==> config.mk <==
export PLATFORM = sky130hd
export DESIGN_NAME = smeu_ctrl
export DESIGN_NICKNAME = d
export VERILOG_FILES = /design/src/sv/smeu_pkg.sv /design/src/sv/smeu_ctrl.sv
export VERILOG_INCLUDE_DIRS = /design/src /design/src/sv
export SDC_FILE = /design/constraint.sdc
export NUM_CORES = 1
export LEC_CHECK = 0
export ABC_AREA = 1
export BUFFER_PORTS_ARGS = -buffer_cell sky130_fd_sc_hd__buf_2
export CORE_AREA = 2 2 39 41
export DETAILED_ROUTE_END_ITERATION = 10
export DIE_AREA = 0 0 41 43
export MAX_ROUTING_LAYER = met4
export PLACE_DENSITY = 0.55
export REMOVE_ABC_BUFFERS = 1
export SYNTH_ARGS = -nofsm -noshare
export SYNTH_HDL_FRONTEND = slang
export SYNTH_SLANG_ARGS = --single-unit
==> constraint.sdc <==
create_clock -name clk -period 1.35 [get_ports clk]
set_clock_uncertainty 0.1 [all_clocks]
set_input_delay 0.27 -clock clk [delete_from_list [all_inputs] [get_ports clk]]
set_output_delay 0.27 -clock clk [all_outputs]
set_load 0.01 [all_outputs]
==> src/sv/stack_machine_execute_unit_assert.svh <==
// ----------------------------------------------------------------------------
// Stack machine execute unit assertion macros
// Shared concurrent assertion forms, clocked on clk with reset arst_n.
// ----------------------------------------------------------------------------
`ifndef STACK_MACHINE_EXECUTE_UNIT_ASSERT_SVH
`define STACK_MACHINE_EXECUTE_UNIT_ASSERT_SVH

// The consequent must hold in the same cycle as the antecedent.
`define SMEU_ASSERT_SAME(lbl, ante, cons, msg) \
	lbl: assert property (@(posedge clk) disable iff (!arst_n) (ante) |-> (cons)) \
		else $error(msg);

// The consequent must hold in the cycle after the antecedent.
`define SMEU_ASSERT_NEXT(lbl, ante, cons, msg) \
	lbl: assert property (@(posedge clk) disable iff (!arst_n) (ante) |=> (cons)) \
		else $error(msg);

`endif

==> src/sv/smeu_pkg.sv <==
// ----------------------------------------------------------------------------
// Stack machine execute unit package
// Sizes, opcode and exception codes, controller states and the command and
// status groups between controller and datapath.
// ----------------------------------------------------------------------------
package smeu_pkg;

	localparam int STACK_DEPTH = 64;
	localparam int DATA_W = 64;
	localparam int CNT_W = $clog2(STACK_DEPTH + 1);
	localparam int ADDR_W = $clog2(STACK_DEPTH);
	localparam int HALF_W = DATA_W / 2;
	localparam int STEP_W = $clog2(DATA_W);
	localparam int MUL_LAST = 2;
	localparam int DIV_LAST = DATA_W - 1;

	typedef enum logic [4:0] {
		OP_PUSH = 5'd0, OP_ADD = 5'd1, OP_SUB = 5'd2, OP_MUL = 5'd3,
		OP_DIV = 5'd4, OP_MOD = 5'd5, OP_SNE = 5'd6, OP_RSH = 5'd7,
		OP_LSH = 5'd8, OP_OR = 5'd9, OP_AND = 5'd10, OP_XOR = 5'd11,
		OP_EQ = 5'd12, OP_ISZERO = 5'd13, OP_LT = 5'd14, OP_LE = 5'd15,
		OP_GT = 5'd16, OP_GE = 5'd17, OP_DROP = 5'd18, OP_PULL = 5'd19,
		OP_DUP = 5'd20, OP_FSWAP = 5'd21, OP_SWAP = 5'd22, OP_JMP = 5'd23,
		OP_JMPI = 5'd24, OP_CALL = 5'd25, OP_HLT = 5'd26, OP_STI = 5'd27,
		OP_CLI = 5'd28
	} op_t;

	typedef enum logic [2:0] {
		EXC_NONE = 3'd0,
		EXC_UNDERFLOW = 3'd1,
		EXC_DIV_ZERO = 3'd2,
		EXC_BAD_SIZE = 3'd3,
		EXC_BAD_OFFSET = 3'd4,
		EXC_OVERFLOW = 3'd5
	} exc_t;

	typedef enum logic [2:0] {
		S_IDLE, S_RD1, S_RD2, S_EXEC, S_MD, S_WR1, S_WR2
	} state_t;

	typedef struct packed {
		logic load;
		logic lat_b;
		logic lat_c;
		logic md_start;
		logic wr_first;
		logic wr_second;
		logic commit;
	} cmd_t;

	typedef struct packed {
		logic md_need;
		logic md_done;
	} sts_t;

endpackage

==> src/sv/smeu_ctrl.sv <==
// ----------------------------------------------------------------------------
// Stack machine controller
// Sequences operand reads, the multiply and divide unit, write-back and the
// result handshake.
// ----------------------------------------------------------------------------
`include "stack_machine_execute_unit_assert.svh"

module smeu_ctrl (
	input  logic           clk,
	input  logic           arst_n,
	input  logic           in_valid,
	output logic           in_ready,
	output logic           out_valid,
	input  logic           out_ready,
	input  smeu_pkg::sts_t sts,
	output smeu_pkg::cmd_t cmd
);

	smeu_pkg::state_t state_q;
	smeu_pkg::state_t state_d;
	logic             out_valid_q;
	logic             out_free;

	assign out_free = !out_valid_q || out_ready;

	// Next state.
	always_comb begin
		state_d = state_q;
		unique case (state_q)
			smeu_pkg::S_IDLE: if (in_valid) state_d = smeu_pkg::S_RD1;
			smeu_pkg::S_RD1: state_d = smeu_pkg::S_RD2;
			smeu_pkg::S_RD2: state_d = smeu_pkg::S_EXEC;
			smeu_pkg::S_EXEC: state_d = sts.md_need ? smeu_pkg::S_MD : smeu_pkg::S_WR1;
			smeu_pkg::S_MD: if (sts.md_done) state_d = smeu_pkg::S_WR1;
			smeu_pkg::S_WR1: state_d = smeu_pkg::S_WR2;
			smeu_pkg::S_WR2: if (out_free) state_d = smeu_pkg::S_IDLE;
			default: state_d = smeu_pkg::S_IDLE;
		endcase
	end

	// Commands to the datapath.
	always_comb begin
		cmd = '0;
		in_ready = 1'b0;
		unique case (state_q)
			smeu_pkg::S_IDLE: begin
				in_ready = 1'b1;
				cmd.load = in_valid;
			end
			smeu_pkg::S_RD1: cmd.lat_b = 1'b1;
			smeu_pkg::S_RD2: cmd.lat_c = 1'b1;
			smeu_pkg::S_EXEC: cmd.md_start = sts.md_need;
			smeu_pkg::S_MD: begin
			end
			smeu_pkg::S_WR1: cmd.wr_first = 1'b1;
			smeu_pkg::S_WR2: begin
				cmd.wr_second = 1'b1;
				cmd.commit = out_free;
			end
			default: begin
			end
		endcase
	end

	// State register and result valid.
	always_ff @(posedge clk or negedge arst_n) begin
		if (!arst_n) begin
			state_q <= smeu_pkg::S_IDLE;
			out_valid_q <= 1'b0;
		end else begin
			state_q <= state_d;
			if (cmd.commit) begin
				out_valid_q <= 1'b1;
			end else if (out_ready) begin
				out_valid_q <= 1'b0;
			end
		end
	end

	assign out_valid = out_valid_q;

	`SMEU_ASSERT_SAME(a_commit_free, cmd.commit, !out_valid_q || out_ready, "commit over unread result")
	`SMEU_ASSERT_NEXT(a_accept_reads, in_valid && in_ready, state_q == smeu_pkg::S_RD1, "accept without read")
	`SMEU_ASSERT_NEXT(a_start_waits, cmd.md_start, state_q == smeu_pkg::S_MD, "divider start lost")
	`SMEU_ASSERT_SAME(a_done_in_md, sts.md_done, state_q == smeu_pkg::S_MD, "unit done out of sequence")

endmodule

---- Word-level counts from Yosys, hierarchy flattened ----
Cells that the tools add are included.
word-level totals
  bits of input ports ..................... 6
  logic and storage cells ................. 30
  flip-flop bits (word level) ............. 4
operators by class
  reduce and logical (&&, ||, !) cells .... 5
  muxes and demuxes ....................... 14
  equal/unequal tests ..................... 9
operators by type and width
  kind                                                                   count
  3-bit case mux with 7 select lines                                     1
  3-bit equality test, second input constant                             3
  1-bit two-way mux                                                      9
  3-bit two-way mux                                                      3
  3-bit by 2-bit equality test with 1-bit output, second input constant  2
  2-bit inequality test, second input constant                           3
  3-bit by 1-bit equality test with 1-bit output, second input constant  1
  3-bit zero test                                                        1
  3-bit AND reduction                                                    1
  2-bit two-way mux                                                      1
  2-bit nonzero test                                                     1
  1-bit zero test                                                        1
  1-bit logical OR                                                       1

---- Depth between registers and ports, before layout ----
Gate-level depths: netlist of run 1.
  depth after elaboration ................. 4
  gate-level depth with buffers ........... 6
  gate-level depth less buffers ........... 6

---- Least setup slack after synthesis of run 1 ----
OpenSTA, ideal clock, no wires.
  kind .................................... flip-flop to output port
  start ................................... register state_q[0]
  end ..................................... output cmd[6] (netlist bit)
  stages on the path, launching flop included .. 4
  arrival ................................. 850 ps
  setup slack ............................. 130 ps
  path through ............................ dfrtp_1 nor2_1 nand2_1 nor2_1
RTL lines
  item                    RTL line         RTL
  from (decl)             smeu_ctrl.sv:19  smeu_pkg::state_t state_q;
  from (signal assigned)  smeu_ctrl.sv:68  state_q <= smeu_pkg::S_IDLE;
  from (signal assigned)  smeu_ctrl.sv:71  state_q <= state_d;
  to (decl)               smeu_ctrl.sv:16  output smeu_pkg::cmd_t cmd

==> metrics.log, run 1 <==
[metrics] clk buf depth: 2
[metrics] core area: 1384 um^2
[metrics] Synth cell types: 10
[metrics] worst hold path type: input port to flip-flop
[metrics] overall power after layout: 961.0 uW
[metrics] number of antenna violations at the first check in global routing: 0
[metrics] Routed wire per std cell: 8.459 um
[metrics] Fin. Hold Viols: 0
[metrics] worst skew pair latency: 240 ps
[metrics] clock-pin slew on the worst setup and hold paths: 40 ps
[metrics] Total Neg Setup Slack: -627.7 ps
[metrics] RSZ-0062 raised after global routing: true
[metrics] number of pins with negative max-slew slack in the final report: 0
[metrics] effective utilization at floorplan: 20.89%
[metrics] Post-Syn Area per Cell: 6.021 um^2
[metrics] dpl hpwl: 548 um
[metrics] post-detailed-route count of antenna-violating nets: 0
[metrics] number of I/O pins: 15
[metrics] failing checks: negative setup slack
[metrics] Critical Path AT: 1080 ps
[metrics] highest net fanout along the worst path: 6
[metrics] pin count of the biggest net entering global routing: 7
[metrics] total detailed-routing wirelength: 719 um
[metrics] f_max: 688.1 MHz
[metrics] H-Tree Depth: 1
[metrics] leakage: 0.2815 nW
[metrics] required arrival time at the worst endpoint: 980 ps
[metrics] Setup CP Type: flip-flop to primary output
[metrics] gp weighted congestion: 0.7691
[metrics] period utilization: 107.7%
[metrics] launching element of the worst setup path: state_q[2]
[metrics] global-route wire length before repair: 1276 um
[metrics] vias in the first global route: 345
[metrics] CP startpoint kind: flip-flop
[metrics] Cell Rows: 14
[metrics] detailed router's first-iteration violation count: 5
[metrics] Yosys reg bits: 4
[metrics] fraction of final layout cells with drive strength greater than 1: 43.48%
[metrics] launching point of the worst reg2reg path: state_q[1]
[metrics] Vias per Instance: 4.188
[metrics] Crit. End Element: primary output
[metrics] final worst slack: -103.3 ps
[metrics] count of inserted antenna diode cells: 0
[metrics] Die Area: 1763 um^2
[metrics] register area share after synthesis: 34.63%
[metrics] hold path start: out_ready
[metrics] remaining design rule violation count: 0
[metrics] Horiz. Die Dim: 41 um
[metrics] number of iterations in the first detailed-routing pass: 4
[metrics] Post-Syn Area: 289.0 um^2
[metrics] CTS tree: done
[metrics] total vias in the final route: 356
[metrics] Least-Margin Pin Slew: 182.0 ps
[metrics] maximum capacitance violations: 0
[metrics] remaining max-slew budget at the tightest pin: 87.87%
[metrics] Die Y-Extent: 43 um
[metrics] cell count after synthesis: 48
[metrics] cts bufs inserted: 3
[metrics] power per cell area: 2116 nW/um^2
[metrics] total global routing track utilization: 11.11%
[metrics] YS warnings: 0
[metrics] layout overhead on the synthesized area: 57.14%
[metrics] VDD IR-drop max: 0.9758 mV
[metrics] shortest period the worst path allows: 1453 ps
[metrics] FILL cells: 165
[metrics] overflow left after global routing: 0
[metrics] final net count: 77
[metrics] root buffer selected by CTS: sky130_fd_sc_hd__clkbuf_4
[metrics] count of final setup violators: 8
[metrics] run status: finished, violations left
[metrics] number of sinks driven by the clock tree: 4
[metrics] buffers added on ports: 14
## routing by layer
| layer | vias up | track usage, % | wire length (um) |
|---|---|---|---|
| met3 | 0 | 6.283 | 51 |
| met5 | - | - | 0 |
| met2 | 14 | 16.25 | 339 |
| met1 | 158 | 12.22 | 329 |
| li1 | 184 | - | - |
| met4 | 0 | 4.000 | 0 |
## kinds of logic after synthesis
group | after synthesis | share of synthesized area, %
and+or+nand+nor | 30 | 43.29
buffers and inverters | 12 | 18.18
DFF | 4 | 34.63
AOI/OAI and AO/OA | 2 | 3.896
## flip-flops by register name, summed over array words and instances, names as in the netlist
signal and count:
out_valid 1, state_q 3
## synth_stat cells
| library cell | n | area [um^2] |
|---|---|---|
| sky130_fd_sc_hd__buf_6 | 1 | 11.26 |
| sky130_fd_sc_hd__nor2_2 | 2 | 12.51 |
| sky130_fd_sc_hd__inv_1 | 11 | 41.29 |
| sky130_fd_sc_hd__o22ai_1 | 1 | 6.260 |
| sky130_fd_sc_hd__nor3_1 | 1 | 5.000 |
| sky130_fd_sc_hd__nand2_1 | 10 | 37.54 |
| sky130_fd_sc_hd__nor2_1 | 12 | 45.04 |
| sky130_fd_sc_hd__dfrtp_1 | 4 | 100.1 |
| sky130_fd_sc_hd__nand3_1 | 5 | 25.02 |
| sky130_fd_sc_hd__o21ai_1 | 1 | 5.000 |
## worst max-delay path: stages, from the launching register on
cell and delay (ps):
sky130_fd_sc_hd__dfrtp_2 450, sky130_fd_sc_hd__inv_1 120, sky130_fd_sc_hd__nand2_1 80, sky130_fd_sc_hd__nor2_1 80, sky130_fd_sc_hd__buf_2 130
## power breakdown
group	total (mW)	internal, mW	switching (mW)
logic	0.537	0.238	0.299
clock network	0.148	0.0994	0.0481
registers	0.276	0.184	0.0916
## worst paths after layout
path	to	slack, ps	cells past startpoint
min in group asynchronous	out_valid	260	2
worst max register to register	state_q[0]	230	5
worst min register to register	out_valid	420	2
worst min-delay path	out_valid	220	4
worst max-delay path	cmd[6]	-100	4
max in group asynchronous	state_q[2]	750	2
## layout by cell type (no fill, tap or decap), types with 2 or more instances in the layout
master                     instances
sky130_fd_sc_hd__nand3_1           4
sky130_fd_sc_hd__nand2_1          10
sky130_fd_sc_hd__inv_1             9
sky130_fd_sc_hd__clkbuf_4          3
sky130_fd_sc_hd__nor2_2            2
sky130_fd_sc_hd__nor2_1           11
sky130_fd_sc_hd__inv_2             2
sky130_fd_sc_hd__buf_4             3
sky130_fd_sc_hd__dfrtp_2           3
sky130_fd_sc_hd__buf_2            13
## final cells by class
| class | count | area, um^2 | area share [%] |
|---|---|---|---|
| repair buffers | 19 | 112.6 | 24.79 |
| well taps | 16 | 20.02 | 4.408 |
| multi-input cells | 32 | 153.9 | 33.88 |
| inverters | 11 | 41.29 | 9.091 |
| flip-flops and latches | 4 | 103.9 | 22.87 |
| clock buffers | 3 | 22.52 | 4.959 |
## repair_timing
action                                  4_1_cts  5_1_grt
pin swaps                                     1        1
hold buffers                                  1        0
endpoints found under the hold margin         4        0
gates resized for setup                       8        2
endpoints found under the setup margin        8        8
setup buffers                                 2        1
## stage by stage
| step | area, um^2 | util (%) | hold WS [ps] | std cells | setup WS (ps) |
|---|---|---|---|---|---|
| floorplan | 277.8 | - | -125.6 | 47 | 130.5 |
| global placement | 375.4 | 27.12 | -23.43 | 78 | 65.41 |
| detailed placement | 375.4 | 27.12 | -22.56 | 78 | 57.39 |
| CTS | 435.4 | 31.46 | 216.5 | 84 | -123.1 |
| global route | 454.2 | 32.82 | 245.7 | 85 | -188.9 |
| finish | 454.2 | 32.82 | 220.9 | 85 | -103.3 |
Power figures use the tool's default switching activity.
==> inputs of run 2 (changes only) <==
--- a/config.mk
+++ b/config.mk
@@ -12,7 +12,7 @@
 export DETAILED_ROUTE_END_ITERATION = 10
 export DIE_AREA = 0 0 41 43
 export MAX_ROUTING_LAYER = met4
-export PLACE_DENSITY = 0.55
+export PLACE_DENSITY = 0.42
 export REMOVE_ABC_BUFFERS = 1
 export SYNTH_ARGS = -nofsm -noshare
 export SYNTH_HDL_FRONTEND = slang
==> metrics.log, run 2 (synthesis gave the netlist of run 1 again) <==
[metrics] number of I/O pins: 15 (unchanged)
[metrics] final net count: 83 (+7.8%)
[metrics] shortest period the worst path allows: 1465 ps (+11.34 ps)
[metrics] remaining design rule violation count: 0 (unchanged)
[metrics] cts bufs inserted: 3 (unchanged)
[metrics] Crit-path slowest cell: sky130_fd_sc_hd__dfrtp_2
[metrics] number of iterations in the first detailed-routing pass: 4 (unchanged)
[metrics] count of placed standard cells in the final layout, fillers left out: 91 (+7.1%)
[metrics] required arrival time at the worst endpoint: 980 ps (about the same)
[metrics] total detailed-routing wirelength: 871 um (+21%)
[metrics] Fin. Hold Viols: 0 (unchanged)
[metrics] Die Area: 1763 um^2 (unchanged)
[metrics] dpl cell area: 375.4 um^2 (unchanged)
[metrics] total global routing track utilization: 11.56% (+0.45 points)
[metrics] number of pins with negative max-slew slack in the final report: 0 (unchanged)
[metrics] Total Neg Setup Slack: -685.2 ps (-57.57 ps)
[metrics] power per cell area: 2282 nW/um^2 (+7.9%)
[metrics] commonest cells after routing, fill and taps aside: 13 x sky130_fd_sc_hd__buf_2, 11 x sky130_fd_sc_hd__nor2_1, 9 x sky130_fd_sc_hd__buf_4
[metrics] H-Tree Depth: 1 (unchanged)
[metrics] core area: 1384 um^2 (unchanged)
[metrics] effective utilization at floorplan: 20.89% (unchanged)
[metrics] Largest register FFs: 3 (unchanged)
[metrics] count of inserted antenna diode cells: 0 (unchanged)
[metrics] f_max: 682.7 MHz (-0.77%)
[metrics] Critical Path AT: 1090 ps (about the same)
[metrics] summed area of non-filler cells in the final layout: 516.7 um^2 (+14%)
[metrics] failing checks: negative setup slack
[metrics] leakage: 0.3137 nW (+11%)
[metrics] most common cell after layout, fill and taps aside: sky130_fd_sc_hd__buf_2
[metrics] cell family contributing the most delay on the critical path: flip-flops
[metrics] pin count of the biggest net entering global routing: 9 (+2)
[metrics] Crit. End Element: primary output
[metrics] launching point of the worst reg2reg path: state_q[0]
[metrics] Least-Margin Pin Slew: 204.0 ps (+22.00 ps)
[metrics] largest stage delay on the critical path: 480 ps (+30 ps)
[metrics] Inst Count DP: 78 (unchanged)
[metrics] remaining max-slew budget at the tightest pin: 86.40% (-1.5 points)
[metrics] depth of the worst register-to-register path: 6 (+1)
[metrics] worst-path cell chain: inv_2 -> nand2_2 -> nor2_1 -> buf_2
[metrics] gp weighted congestion: 0.7670 (-0.27%)
[metrics] number of antenna violations at the first check in global routing: 0 (unchanged)
[metrics] highest net fanout along the worst path: 8 (+2)
[metrics] overall power after layout: 1.179 mW (+23%)
[metrics] count of buffer and inverter cells on the critical path: 2 (unchanged)
[metrics] root buffer selected by CTS: sky130_fd_sc_hd__clkbuf_4
[metrics] largest register by flop count: state_q
[metrics] dpl hpwl: 563.5 um (+2.8%)
[metrics] final worst slack: -114.7 ps (-11.34 ps)
[metrics] layout overhead on the synthesized area: 78.79%
[metrics] CTS tree: done
[metrics] RSZ-0062 raised after global routing: true
[metrics] overflow left after global routing: 0 (unchanged)
[metrics] endpoint of the worst hold-timing path: out_valid
[metrics] worst hold path type: input port to flip-flop
[metrics] VDD IR-drop max: 0.9491 mV (-2.7%)
[metrics] Setup CP Type: flip-flop to primary output
[metrics] global-route wire length before repair: 1248 um (-2.2%)
[metrics] count of final setup violators: 8 (unchanged)
[metrics] maximum capacitance violations: 0 (unchanged)
[metrics] Cell Rows: 14 (unchanged)
[metrics] CP startpoint kind: flip-flop
[metrics] post-detailed-route count of antenna-violating nets: 0 (unchanged)
[metrics] fraction of final layout cells with drive strength greater than 1: 54.67% (+11 points)
[metrics] detailed router's first-iteration violation count: 2 (-3)
[metrics] buffers added on ports: 14 (unchanged)
[metrics] Horiz. Die Dim: 41 um (unchanged)
[metrics] period utilization: 108.5% (+0.84 points)
[metrics] number of instances on the worst hold path: 4 (unchanged)
[metrics] clock-pin slew on the worst setup and hold paths: 40 ps (about the same)
[metrics] hold path start: out_ready
[metrics] worst skew pair latency: 230 ps (about the same)
[metrics] WHS: 230.5 ps (+9.545 ps)
[metrics] total vias in the final route: 387 (+8.7%)
[metrics] vias in the first global route: 309 (-10%)
[metrics] Worst R2R Setup Slack: 130 ps (-100 ps)
[metrics] run status: finished, violations left
[metrics] clk buf depth: 2 (unchanged)
[metrics] Vias per Instance: 4.253 (+1.5%)
[metrics] Routed wire per std cell: 9.571 um (+13%)
[metrics] Die Y-Extent: 43 um (unchanged)
[metrics] Crit Reg-Reg Endpoint: state_q[0]
[metrics] number of sinks driven by the clock tree: 4 (unchanged)
==> run 2: cell count changes in the layout (fill, tap and decap cells not counted), sizes merged <==
cell | before | now
buf | 18 | 24
==> run 2: tightest hold or removal path: cells and delay by family <==
kind,cells,cell delay (ps)
buffers and inverters,2,100
and+or+nand+nor,2,150
==> run 2: per-layer routing <==
layer / vias to the layer above / track usage, % / part of all wire [%]
met2: 13 / 15.63 / 50
li1: 198 / - / -
met4: 0 / 6.000 / 2.4
met3: 4 / 7.853 / 7.1
met1: 172 / 12.34 / 40
met5: - / - / 0
==> run 2: stage by stage <==
stage               setup slack (ps)  utilization, %
floorplan                      130.5               -
global placement               42.97           27.12
detailed placement             37.16           27.12
CTS                           -119.9           33.27
global route                  -190.1           37.34
finish                        -114.7           37.34
==> run 2: final cells by class <==
cell class	count	area, um^2
clock buffers	3	22.52
repair buffers	25	165.2
flip-flops and latches	4	103.9
multi-input cells	32	161.4
fillers	148	867.1
inverters	11	43.79
well taps	16	20.02
==> run 2: how the worst max path moves through the flow <==
stage                from      to  slack, ps  cells past startpoint
6_report       state_q[2]  cmd[6]       -110                      4
5_1_grt        state_q[0]  cmd[6]       -190                      4
4_1_cts        state_q[1]  cmd[6]       -120                      4
3_5_place_dp   state_q[0]  cmd[6]         40                      4
3_3_place_gp   state_q[2]  cmd[6]         40                      4
2_1_floorplan  state_q[0]  cmd[6]        130                      3
==> run 2: repair_timing <==
action | CTS | global route
endpoints found under the setup margin | 8 | 8
hold endpoints to repair | 4 | 0
hold buffers | 1 | 0
gates resized for setup | 9 | 8
gates cloned | 0 | 0
pin swaps | 3 | 5
buffers inserted | 5 | 4
==> run 2: where the power goes <==
part	total [mW]	internal (mW)	switching (mW)	leakage [nW]
Sequential	0.299	0.184	0.115	0.0473
Combinational	0.736	0.383	0.352	0.253
Clock	0.144	0.0991	0.0453	0.0138
Total	1.18	0.667	0.512	0.314
